## config.mk

```make
export PLATFORM = sky130hd
export DESIGN_NAME = rc_packet_unpack_failsafe
export DESIGN_NICKNAME = d
export VERILOG_FILES = /design/src/sv/rcpu_pkg.sv /design/src/sv/rc_packet_unpack_failsafe.sv
export SDC_FILE = /design/constraint.sdc
export NUM_CORES = 1
export LEC_CHECK = 0
export BUFFER_PORTS_ARGS = -buffer_cell sky130_fd_sc_hd__buf_2
export CORE_UTILIZATION = 30
export CTS_CLUSTER_DIAMETER = 150
export DETAILED_ROUTE_END_ITERATION = 7
export HOLD_SLACK_MARGIN = 0.05
export PLACE_DENSITY = 0.52
export RECOVER_POWER = 25
export SYNTH_ARGS = -nofsm -noshare
export SYNTH_HDL_FRONTEND = slang
export SYNTH_SLANG_ARGS = --single-unit
```

## constraint.sdc

```tcl
create_clock -name clk -period 5.95 [get_ports clk]
set_input_delay 0.595 -clock clk [delete_from_list [all_inputs] [get_ports clk]]
set_output_delay 0.595 -clock clk [all_outputs]
set_load 0.02 [all_outputs]
```

## src/sv/rcpu_pkg.sv

```systemverilog
`timescale 1ns / 1ps

package rcpu_pkg;

  localparam int CFG_INDEX_W = 3;
  localparam int CFG_DATA_W  = 10;

  // configuration register indexes
  localparam logic [CFG_INDEX_W-1:0] REG_LOSS_LIMIT     = 3'd0;
  localparam logic [CFG_INDEX_W-1:0] REG_THROTTLE_MAX   = 3'd1;
  localparam logic [CFG_INDEX_W-1:0] REG_STICK_DEADBAND = 3'd2;
  localparam logic [CFG_INDEX_W-1:0] REG_STICK_CENTER   = 3'd3;
  localparam logic [CFG_INDEX_W-1:0] REG_THROTTLE_FLOOR = 3'd4;

  // configuration reset values
  localparam logic [7:0] LOSS_LIMIT_RST     = 8'd200;
  localparam logic [9:0] THROTTLE_MAX_RST   = 10'd950;
  localparam logic [6:0] STICK_DEADBAND_RST = 7'd5;
  localparam logic [6:0] STICK_CENTER_RST   = 7'd50;
  localparam logic [9:0] THROTTLE_FLOOR_RST = 10'd10;

  localparam logic [7:0] TRAILER_MARK = 8'h8B;
  localparam logic [9:0] THROTTLE_CAP = 10'd1000;

  typedef logic signed [8:0] stick_t;

endpackage

```

## src/sv/rc_packet_unpack_failsafe.sv

```systemverilog
`timescale 1ns / 1ps

// Radio-control packet unpacker with link-loss failsafe.
// Input channel: one transaction per polling tick (rx_ok plus packet bytes),
// handshake in_valid / in_stall. Output channel: one status transaction per
// input transaction, handshake out_valid / out_stall.
// The status for a tick is valid on the cycle after the input transaction.
// Unless stalled, throughput is one tick per cycle; all decoding, clamping,
// deadband and miss counting is a single combinational pass into the state
// registers, which drive the output fields directly.
// The output holding stage is the state registers plus out_valid. While a
// status waits and out_stall is high, in_stall is raised and nothing changes;
// when the waiting status is taken in the same cycle a new tick is accepted.
// Reset (rst, synchronous) clears all state to zero, link flagged normal, no
// status pending, and loads the configuration registers with their defaults.
// Configuration writes (cfg_we, cfg_index, cfg_data) apply at the next edge;
// the user makes them while the block is idle (not enforced). Good packets
// (trailer 0x8B) update throttle, sticks and keys; bad trailers change nothing;
// missed ticks count to loss_limit, then throttle ramps down to throttle_floor.
module rc_packet_unpack_failsafe
  import rcpu_pkg::*;
(
  input  logic                   clk,
  input  logic                   rst,
  // configuration
  input  logic                   cfg_we,
  input  logic [CFG_INDEX_W-1:0] cfg_index,
  input  logic [CFG_DATA_W-1:0]  cfg_data,
  // input channel
  input  logic                   in_valid,
  output logic                   in_stall,
  input  logic                   rx_ok,
  input  logic [7:0]             throttle_low_byte,
  input  logic [7:0]             throttle_high_byte,
  input  logic [7:0]             pitch_byte,
  input  logic [7:0]             roll_byte,
  input  logic [7:0]             yaw_byte,
  input  logic [7:0]             left_key_byte,
  input  logic [7:0]             right_key_byte,
  input  logic [7:0]             trailer_byte,
  // output channel
  output logic                   out_valid,
  input  logic                   out_stall,
  output logic [9:0]             throttle_out,
  output logic [9:0]             hold_throttle,
  output logic signed [8:0]      pitch_out,
  output logic signed [8:0]      roll_out,
  output logic signed [8:0]      yaw_out,
  output logic [7:0]             left_key,
  output logic [7:0]             right_key,
  output logic                   link_lost
);

  logic [7:0] loss_limit;
  logic [9:0] throttle_max;
  logic [6:0] stick_deadband;
  logic [6:0] stick_center;
  logic [9:0] throttle_floor;

  logic [9:0] throttle_reg, throttle_next;
  logic [9:0] hold_throttle_reg, hold_throttle_next;
  stick_t     pitch_reg, pitch_next;
  stick_t     roll_reg, roll_next;
  stick_t     yaw_reg, yaw_next;
  logic [7:0] left_key_reg, left_key_next;
  logic [7:0] right_key_reg, right_key_next;
  logic [7:0] miss_count, miss_count_next;
  logic       lost_flag, lost_flag_next;

  logic        in_accept;
  logic        good_packet;
  logic [15:0] raw_throttle;
  logic [9:0]  throttle_cap;
  logic [9:0]  ramp_throttle;
  logic        below_limit;
  logic        at_limit;

  function automatic stick_t stick_value(input logic [7:0] b, input logic negate,
                                         input logic [6:0] center,
                                         input logic [6:0] deadband);
    logic signed [9:0] v;
    logic [9:0]        mag;
    v = $signed({{2{b[7]}}, b}) - $signed({3'b000, center});
    if (negate) v = -v;
    mag = v[9] ? 10'(-v) : 10'(v);
    if (mag <= {3'b000, deadband}) v = '0;
    return v[8:0];
  endfunction

  assign in_stall  = out_valid && out_stall;
  assign in_accept = in_valid && !in_stall;

  // configuration registers
  always_ff @(posedge clk) begin
    if (rst) begin
      loss_limit     <= LOSS_LIMIT_RST;
      throttle_max   <= THROTTLE_MAX_RST;
      stick_deadband <= STICK_DEADBAND_RST;
      stick_center   <= STICK_CENTER_RST;
      throttle_floor <= THROTTLE_FLOOR_RST;
    end else if (cfg_we) begin
      unique case (cfg_index)
        REG_LOSS_LIMIT:     loss_limit     <= cfg_data[7:0];
        REG_THROTTLE_MAX:   throttle_max   <= cfg_data;
        REG_STICK_DEADBAND: stick_deadband <= cfg_data[6:0];
        REG_STICK_CENTER:   stick_center   <= cfg_data[6:0];
        REG_THROTTLE_FLOOR: throttle_floor <= cfg_data;
        default: ;
      endcase
    end
  end

  assign good_packet  = rx_ok && (trailer_byte == TRAILER_MARK);
  assign raw_throttle = {throttle_high_byte, throttle_low_byte};
  assign throttle_cap = (throttle_max > THROTTLE_CAP) ? THROTTLE_CAP : throttle_max;
  assign below_limit  = miss_count < loss_limit;
  // limit check uses the counter after this tick's increment
  assign at_limit     = (below_limit ? 9'(miss_count) + 9'd1 : 9'(miss_count))
                        >= 9'(loss_limit);
  assign ramp_throttle = (at_limit && throttle_reg > throttle_floor)
                         ? throttle_reg - 10'd1 : throttle_reg;

  always_comb begin
    throttle_next      = throttle_reg;
    hold_throttle_next = hold_throttle_reg;
    pitch_next         = pitch_reg;
    roll_next          = roll_reg;
    yaw_next           = yaw_reg;
    left_key_next      = left_key_reg;
    right_key_next     = right_key_reg;
    miss_count_next    = miss_count;
    lost_flag_next     = lost_flag;
    if (rx_ok) begin
      if (good_packet) begin
        throttle_next      = (raw_throttle > 16'(throttle_cap)) ? throttle_cap
                                                                : raw_throttle[9:0];
        hold_throttle_next = throttle_next;
        pitch_next         = stick_value(pitch_byte, 1'b1, stick_center, stick_deadband);
        roll_next          = stick_value(roll_byte, 1'b1, stick_center, stick_deadband);
        yaw_next           = stick_value(yaw_byte, 1'b0, stick_center, stick_deadband);
        left_key_next      = left_key_byte;
        right_key_next     = right_key_byte;
        miss_count_next    = '0;
      end
    end else begin
      if (below_limit) begin
        miss_count_next = miss_count + 8'd1;
        lost_flag_next  = 1'b0;
      end
      if (at_limit) lost_flag_next = 1'b1;
      throttle_next = (ramp_throttle > THROTTLE_CAP) ? THROTTLE_CAP : ramp_throttle;
    end
  end

  always_ff @(posedge clk) begin
    if (rst) begin
      throttle_reg      <= '0;
      hold_throttle_reg <= '0;
      pitch_reg         <= '0;
      roll_reg          <= '0;
      yaw_reg           <= '0;
      left_key_reg      <= '0;
      right_key_reg     <= '0;
      miss_count        <= '0;
      lost_flag         <= 1'b0;
    end else if (in_accept) begin
      throttle_reg      <= throttle_next;
      hold_throttle_reg <= hold_throttle_next;
      pitch_reg         <= pitch_next;
      roll_reg          <= roll_next;
      yaw_reg           <= yaw_next;
      left_key_reg      <= left_key_next;
      right_key_reg     <= right_key_next;
      miss_count        <= miss_count_next;
      lost_flag         <= lost_flag_next;
    end
  end

  always_ff @(posedge clk) begin
    if (rst) begin
      out_valid <= 1'b0;
    end else if (in_accept) begin
      out_valid <= 1'b1;
    end else if (!out_stall) begin
      out_valid <= 1'b0;
    end
  end

  // state registers are the status payload
  assign throttle_out  = throttle_reg;
  assign hold_throttle = hold_throttle_reg;
  assign pitch_out     = pitch_reg;
  assign roll_out      = roll_reg;
  assign yaw_out       = yaw_reg;
  assign left_key      = left_key_reg;
  assign right_key     = right_key_reg;
  assign link_lost     = lost_flag;

  a_lost_on_miss: assert property (@(posedge clk) disable iff (rst)
    $rose(lost_flag) |-> $past(in_accept && !rx_ok))
    else $error("link flagged lost without a missed tick");

  a_good_clears_miss: assert property (@(posedge clk) disable iff (rst)
    in_accept && good_packet |=> miss_count == 8'd0)
    else $error("good packet did not clear the miss counter");

  a_bad_trailer_no_change: assert property (@(posedge clk) disable iff (rst)
    in_accept && rx_ok && !good_packet |=>
      $stable(throttle_reg) && $stable(miss_count) && $stable(hold_throttle_reg))
    else $error("bad trailer changed state");

  a_throttle_capped: assert property (@(posedge clk) disable iff (rst)
    throttle_reg <= THROTTLE_CAP && hold_throttle_reg <= THROTTLE_CAP)
    else $error("throttle above cap");

endmodule

```

==> reports/summary.txt, run 1 <==
Num CTS Buffers = 17
Mean Syn Cell Area = 7.81 um2
Register-to-Register Path Depth = 16
TritonCTS clock tree = built
most common cell after layout, fill and taps aside = nand2_1
Setup violations, final = 0
CP Data Required Time = 6280 ps
EDFF count, synth = 0
max-cap viol count = 1
gp weighted congestion = 0.819
unrepaired setup endpoints after global routing = false
DR iter-0 viols = 351
asr flop ratio synth = 0
Synth area leaders = dfxtp_1 30%, ha_1 14%, nand2_1 7.5%
number of remaining DRC errors = 0
Hold Crit Depth = 3
power per cell area = 235 mW/mm2
# diodes = 0
FP Rows = 57
cell taking the most area after synthesis = dfxtp_1
total chip power = 2.15 mW
Max H-tree Level = 4
Tcrit/Tclk final = 0.716
Die ar. = 0.0260 mm2
Initial Utilization = 0.309
mean number of vias per cell = 4.91
Synth Flop Type = dfxtp_1
drt pass-1 iters = 4
initial antenna violation count = 0
Mapped Area = 0.00759 mm2
height of the die = 161 um
Tmin final = 4260 ps
Die Wd = 161 um
crit path DAT = 4590 ps
status = complete, but fails checks
clock tree buffer depth = 2
Max FO, Critical Path = 10
pin count of the biggest net entering global routing = 49
number of setup buffers added after CTS = 0
Detailed Place HPWL = 16800 um
Layout area overhead = 20.1%
P_int = 1.54 mW
hold_buf cts = 0
power share of the clock group = 0.437
worst hold path class = in2reg
commonest non-fill, non-tap cells in the layout = 152 x nand2_1, 115 x dfxtp_1, 110 x buf_2, 82 x ha_1, 78 x inv_1
Psw = 0.605 mW
antenna-violating nets left = 0
final wirelength = 21900 um
synthesized flop and latch total = 115
Rel. slew slack = -0.0256
post-synth cell types = 68
vias in the first global route = 6739
Pins Over Slew Limit = 32
first-pass GRT wire length = 34800 um
Hold Violations, Final = 0
Reg power frac = 0.370
Startpoint Class = flop
CTS root buf = clkbuf_16
clock skew = 7.44 ps
post-cts sizing count = 0
Worst VDD drop = 0.144 mV
failing checks = capacitance limit, slew limit
fmax = 235 MHz
worst-margin pin slew = 1540 ps
IO Count = 149
synthesized instance count = 972
synthesis warning total = 0
post-DR wirelength/cell = 15.2 um
setup TNS = 0 ps
GR Util All Layers = 0.172
NumNets Final = 1278
clk sinks = 115
Vias = 7087
Critical Path End Type = flop
Gate power share = 0.193
GRT overflow = 0
critical path type = reg2reg
count of input and output buffers = 148
top cell type's share of synthesized area = 0.303
Seq/Total Area, Yosys = 0.303
Lkg Pwr = 3.98 nW
clock latency on the worst-skew pair = 410 ps
ratio of cells with drive above 1 in the final layout = 0.141
sw frac = 0.282
clock-pin slew on the worst setup and hold paths = 50 ps
syn_nets = 1140
Core ar. = 0.0246 mm2
==> cells by family (layout without fill, tap and decap cells) <==
family / count (synthesis) / after routing / synth area share
xor+xnor: 37 / 37 / 0.0427
fa+ha+maj: 85 / 85 / 0.143
flops: 115 / 115 / 0.303
simple gates: 358 / 358 / 0.220
buf+inv: 112 / 260 / 0.0558
mux: 21 / 21 / 0.0290
compound gates: 244 / 244 / 0.206
==> per-stage QoR <==
stage | hold WS, ps | setup WS, ps | area, um2 | util | instances
2_1_floorplan | 435 | 2030 | 7590 | - | 972
3_3_place_gp | 435 | 1660 | 8650 | 0.351 | 1415
3_5_place_dp | 439 | 1590 | 8650 | 0.351 | 1415
4_1_cts | 385 | 1670 | 9170 | 0.373 | 1444
5_1_grt | 383 | 1190 | 9130 | 0.371 | 1444
6_report | 406 | 1690 | 9130 | 0.371 | 1444
==> per-layer routing <==
layer / vias to the layer above / wire length (um) / GRT usage / part of all wire
met5: - / 0 / 0 / 0
met4: 0 / 335 / 0.0596 / 0.015
met3: 22 / 729 / 0.0306 / 0.033
met2: 128 / 10200 / 0.283 / 0.47
met1: 3253 / 10700 / 0.225 / 0.49
li1: 3684 / - / - / -
==> layout make-up <==
cell class	instances	area [um2]
sequential	115	2300
tap	324	405
clock inverter	6	57.6
fill	2654	15500
clock buffer	23	468
timing repair buffer	153	731
inverter	78	293
multi-input combinational	745	4870
==> power by group through the flow <==
stage / sequential, mW / clock, mW / combinational [mW]
after detailed placement: 0.811 / 0 / 0.412
final: 0.795 / 0.937 / 0.414
after global routing: 0.796 / 0.991 / 0.471
after global placement: 0.811 / 0 / 0.413
after floorplan: 0.808 / 0 / 0.295
after CTS: 0.795 / 0.961 / 0.416
==> synth_stat cells (4+ instances only) <==
library cell,count
nand2_1,152
dfxtp_1,115
ha_1,82
inv_1,78
a21oi_1,77
nor2_1,73
o21ai_0,47
xnor2_1,30
clkbuf_1,28
nand3_1,23
nor3_1,20
a211o_1,15
nor2b_1,15
nand3b_1,14
a21o_1,13
mux2i_1,13
o31ai_1,12
o21a_1,11
o21ai_1,11
a31oi_1,9
and2_1,9
nand4_1,9
or3_1,9
a211oi_1,8
and3_1,8
mux2_2,8
nand2b_1,7
xor2_1,7
nor4_1,4
o21bai_1,4
==> worst paths after layout <==
check | from | endpoint | slack [ps]
setup / recovery | miss_count[2] | throttle_out[1] | 1690
hold / removal | in_valid | out_valid | 410
setup reg to reg | miss_count[2] | throttle_out[1] | 1690
hold reg to reg | pitch_out[5] | pitch_out[5] | 440
==> critical path, stage by stage, from the launching register on <==
cell,delay [ps]
dfxtp_1,410
ha_1,280
a211o_1,290
a31oi_1,180
o311a_1,430
nand2_1,120
xnor2_1,140
ha_1,270
o2111a_1,250
a221o_1,310
a31oi_1,280
o21ai_1,180
nand2_1,230
nor3_1,110
o21ai_1,290
o2111ai_1,180
a221oi_2,220
(Power assumes the default switching activity.)
==> run 2, diff against run 1 <==
- PLACE_DENSITY: 0.52 -> 0.53
- clock period: 5.95 -> 3.6 ns (I/O delays scaled with it)
==> reports/summary.txt, run 2 (synthesis gave the netlist of run 1 again) <==
mean number of vias per cell = 4.93
Layout area overhead = 42.4%
post-DR wirelength/cell = 15.6 um
CP peak stage delay = 440 ps
GR met2 Demand/Resource = 0.310
worst-margin pin slew = 1050 ps
critical path type = reg2reg
final wirelength = 24500 um
Worst VDD drop = 0.224 mV
total chip power = 3.97 mW
# diodes = 0
Max FO, Critical Path = 7
Rel. slew slack = 0.298
Register-to-Register Path Depth = 19
Tcrit/Tclk final = 1.04
met1 usage = 0.238
failing checks = setup timing
Critical Path End = throttle_out[5]
clk sinks = 115
initial antenna violation count = 0
ratio of cells with drive above 1 in the final layout = 0.346
GR Util All Layers = 0.184
reg2reg start = loss_limit[2]
Num CTS Buffers = 17
status = complete, but fails checks
Tmin final = 3750 ps
most common cell after layout, fill and taps aside = buf_2
antenna-violating nets left = 0
Vias = 7762
Max H-tree Level = 4
reg2reg end = throttle_out[5]
pin count of the biggest net entering global routing = 72
vias in the first global route = 7378
fmax = 267 MHz
unrepaired setup endpoints after global routing = true
GRT overflow = 0
clock latency on the worst-skew pair = 420 ps
power per cell area = 368 mW/mm2
NumNets Final = 1404
M3 GR Usage = 0.0295
Detailed Place HPWL = 17900 um
TritonCTS clock tree = built
crit path DAT = 4010 ps
hold path startpoint = in_valid
CP Data Required Time = 3870 ps
max-cap viol count = 0
Pins Over Slew Limit = 0
CP Cell Sequence = inv_2 > ha_4 > a211o_1 > a31oi_4 > o311a_4 > nand2_1 > xnor2_1 > ha_1 > o2111a_1 > buf_4 > buf_4 > a31oi_4 > o21a_4 > buf_6 > nor3_4 > nand2_2 > or4_4 > a21oi_2 > nor3_1
drt pass-1 iters = 5
number of remaining DRC errors = 0
kind of cell adding the most delay to the critical path = compound AO/OA/AOI/OAI gates
height of the die = 161 um
first-pass GRT wire length = 37600 um
fillers = 2503
R2R Setup Slk = -150 ps
slowest CP cell = or4_4
Setup violations, final = 12
gr busiest metal = met2
Layout Cells excl Fill = 1573
CTS root buf = clkbuf_16
count of input and output buffers = 148
Core ar. = 0.0246 mm2
commonest non-fill, non-tap cells in the layout = 147 x buf_2, 142 x nand2_1, 118 x buf_4, 107 x dfxtp_1, 74 x inv_1
Die Wd = 161 um
CP Depth = 19
Worst setup startpoint = loss_limit[2]
clock tree buffer depth = 2
Startpoint Class = flop
CP Buf/Inv Count = 4
gp weighted congestion = 0.860
Lkg Pwr = 4.92 nW
final worst slack = -148 ps
Hold Violations, Final = 0
Hold Crit Depth = 3
Placement Setup Slack = -362 ps
cell total after placement = 1500
clock-pin slew on the worst setup and hold paths = 60 ps
Initial Utilization = 0.309
FP Rows = 57
IO Count = 149
Die ar. = 0.0260 mm2
DR iter-0 viols = 389
worst hold path class = in2reg
clock skew = 10.3 ps
Critical Path End Type = flop
## run 2: final cells by class
cell class	count	area (um2)	share of cell area
clock buffer	20	467	0.0432
sequential	115	2320	0.214
clock inverter	12	130	0.0120
inverter	78	293	0.0271
tap	324	405	0.0375
timing repair buffer	279	1780	0.165
multi-input combinational	745	5420	0.501
## run 2: per-layer routing
| metal | wire (um) | up-vias |
|---|---|---|
| met4 | 347 | 0 |
| met3 | 808 | 28 |
| li1 | - | 3949 |
| met5 | 0 | - |
| met1 | 11300 | 3631 |
| met2 | 12100 | 154 |
## run 2: worst register-to-register path: stages (launching register included)
cell,delay (ps)
dfxtp_2,330
inv_2,50
ha_4,210
a211o_1,290
a31oi_4,170
o311a_4,300
nand2_1,90
xnor2_1,140
ha_1,290
o2111a_1,200
buf_4,110
buf_4,100
a31oi_4,90
o21a_4,170
buf_6,120
nor3_4,190
nand2_2,130
or4_4,440
a21oi_2,140
nor3_1,50
## run 2: per-stage QoR
| step | cell area, um2 | hold WS (ps) | utilization | TNS [ps] |
|---|---|---|---|---|
| 6_report | 10800 | 161 | 0.439 | -732 |
| 5_1_grt | 10800 | 168 | 0.439 | -5210 |
| 4_1_cts | 10200 | 144 | 0.415 | -232 |
| 3_5_place_dp | 9310 | 435 | 0.379 | -6750 |
| 3_3_place_gp | 9310 | 430 | 0.379 | -5310 |
| 2_1_floorplan | 7630 | 435 | - | -98.2 |
## run 2: worst min path at each step
stage	endpoint	slack, ps
CTS	out_valid	140
global route	out_valid	170
floorplan	stick_deadband[2]	440
finish	out_valid	160
detailed placement	yaw_out[0]	430
global placement	roll_out[5]	430
## run 2: repair_timing
action	4_1_cts	5_1_grt
buffers inserted	25	17
resized for setup	35	124
endpoints found under the setup margin	35	37
hold buffers	0	0
pin swaps	20	65
## run 2: power by group
part	internal, mW	switching (mW)
logic	0.456	0.490
registers	1.29	0.0171
clock network	1.07	0.648
==> run 3, diff against run 2 <==
- CTS_BUF_LIST: unset -> sky130_fd_sc_hd__clkbuf_8
==> reports/summary.txt, run 3 (synthesis gave the netlist of run 1 again) <==
Util after Layout = 0.428
Tcrit/Tclk final = 1.05
R2R Setup Slk = -190 ps
ratio of cells with drive above 1 in the final layout = 0.339
slowest CP cell = a221o_1
GR Util All Layers = 0.184
final worst slack = -185 ps
Die ar. = 0.0260 mm2
first-pass GRT wire length = 37500 um
Rel. slew slack = 0.191
Tmin final = 3790 ps
clock skew = 16.7 ps
Metal-1 WL = 11200 um
Vias = 7763
number of remaining DRC errors = 0
mean number of vias per cell = 4.95
NumNets Final = 1400
final wirelength = 24500 um
FP Rows = 57
Detailed Place HPWL = 17900 um
P_int = 2.41 mW
crit path DAT = 4090 ps
Critical Path End Type = flop
clock-pin slew on the worst setup and hold paths = 80 ps
Gate power share = 0.267
sw frac = 0.313
clock latency on the worst-skew pair = 450 ps
worst-margin pin slew = 1210 ps
Layout Cells excl Fill = 1569
most used cell, CP = a31oi_4
count of input and output buffers = 148
Max H-tree Level = 4
CP peak stage delay = 350 ps
critical path type = reg2reg
Psw = 1.09 mW
cell total after placement = 1500
Initial Utilization = 0.309
commonest non-fill, non-tap cells in the layout = 147 x buf_2, 143 x nand2_1, 116 x buf_4, 107 x dfxtp_1, 73 x inv_1
met2 WL = 11900 um
fmax = 264 MHz
Placement Setup Slack = -362 ps
status = complete, but fails checks
Startpoint Class = flop
failing checks = setup timing
initial antenna violation count = 0
vias in the first global route = 7357
CP Cell Sequence = inv_2 > ha_4 > a211o_1 > a31oi_4 > o311a_4 > nand2_4 > xnor2_2 > ha_1 > o2111a_1 > a221o_1 > a31oi_4 > o21a_4 > o21ai_2 > and2_1 > o21bai_1 > a41oi_1 > o21ai_1
IO Count = 149
Setup violations, final = 5
Reg power frac = 0.373
GRT overflow = 0
worst hold path class = in2reg
WHS = 127 ps
Max FO, Critical Path = 7
DR iter-0 viols = 427
height of the die = 161 um
Layout area overhead = 38.7%
max-cap viol count = 0
metal3 WL = 945 um
clk sinks = 115
power per cell area = 332 mW/mm2
hold_buf cts = 0
total chip power = 3.50 mW
clock tree buffer depth = 2
Hold Violations, Final = 0
Core ar. = 0.0246 mm2
highest routed layer = met4
power share of the clock group = 0.360
# diodes = 0
Num CTS Buffers = 17
pin count of the biggest net entering global routing = 72
Lkg Pwr = 4.79 nW
unrepaired setup endpoints after global routing = true
drt pass-1 iters = 5
post-DR wirelength/cell = 15.6 um
Die Wd = 161 um
Pins Over Slew Limit = 0
Worst VDD drop = 0.184 mV
TritonCTS clock tree = built
CP Data Required Time = 3900 ps
CTS root buf = clkbuf_8
gp weighted congestion = 0.860
antenna-violating nets left = 0
most common cell after layout, fill and taps aside = buf_2
## run 3: cell type report
| type | count | area (um2) |
|---|---|---|
| Clock buffer | 20 | 275 |
| Fill cell | 2540 | 14100 |
| Inverter | 78 | 293 |
| Timing Repair Buffer | 275 | 1740 |
| Clock inverter | 12 | 130 |
| Sequential cell | 115 | 2320 |
| Multi-Input combinational cell | 745 | 5370 |
| Tap cell | 324 | 405 |
## run 3: power groups by stage
stage / Clock (mW) / Sequential (mW) / Combinational, mW
after global routing: 1.35 / 1.31 / 1.04
after global placement: 0 / 1.34 / 0.789
after floorplan: 0 / 1.34 / 0.489
after detailed placement: 0 / 1.34 / 0.797
final: 1.26 / 1.31 / 0.935
after CTS: 1.30 / 1.31 / 0.835
## run 3: worst max-delay path, delay by kind of cell, from the launching register on
family	cells	cell delay (ps)
xor+xnor	1	120
compound gates	11	2420
fa+ha+maj	2	490
buf+inv	1	40
simple gates	2	230
flops	1	330
## run 3: repair_timing
item | in CTS | in global routing
resized for setup | 35 | 110
setup endpoints to repair | 31 | 37
setup buffers | 25 | 13
pin swaps | 18 | 59
## run 3: final timing paths
check | startpoint | to | depth (start not counted)
setup reg to reg | loss_limit[2] | throttle_out[0] | 17
hold reg to reg | roll_out[3] | roll_out[3] | 2
setup / recovery | loss_limit[2] | throttle_out[0] | 17
hold / removal | in_valid | out_valid | 3
## run 3: layer usage
metal / vias up / GRT usage
met5: - / 0
met4: 0 / 0.0583
met3: 30 / 0.0298
met2: 172 / 0.310
met1: 3620 / 0.238
li1: 3941 / -
## run 3: through the flow
step | instance area [um2] | TNS [ps]
2_1_floorplan | 7630 | -98.2
3_3_place_gp | 9310 | -5310
3_5_place_dp | 9310 | -6750
4_1_cts | 10000 | -228
5_1_grt | 10500 | -4210
6_report | 10500 | -738
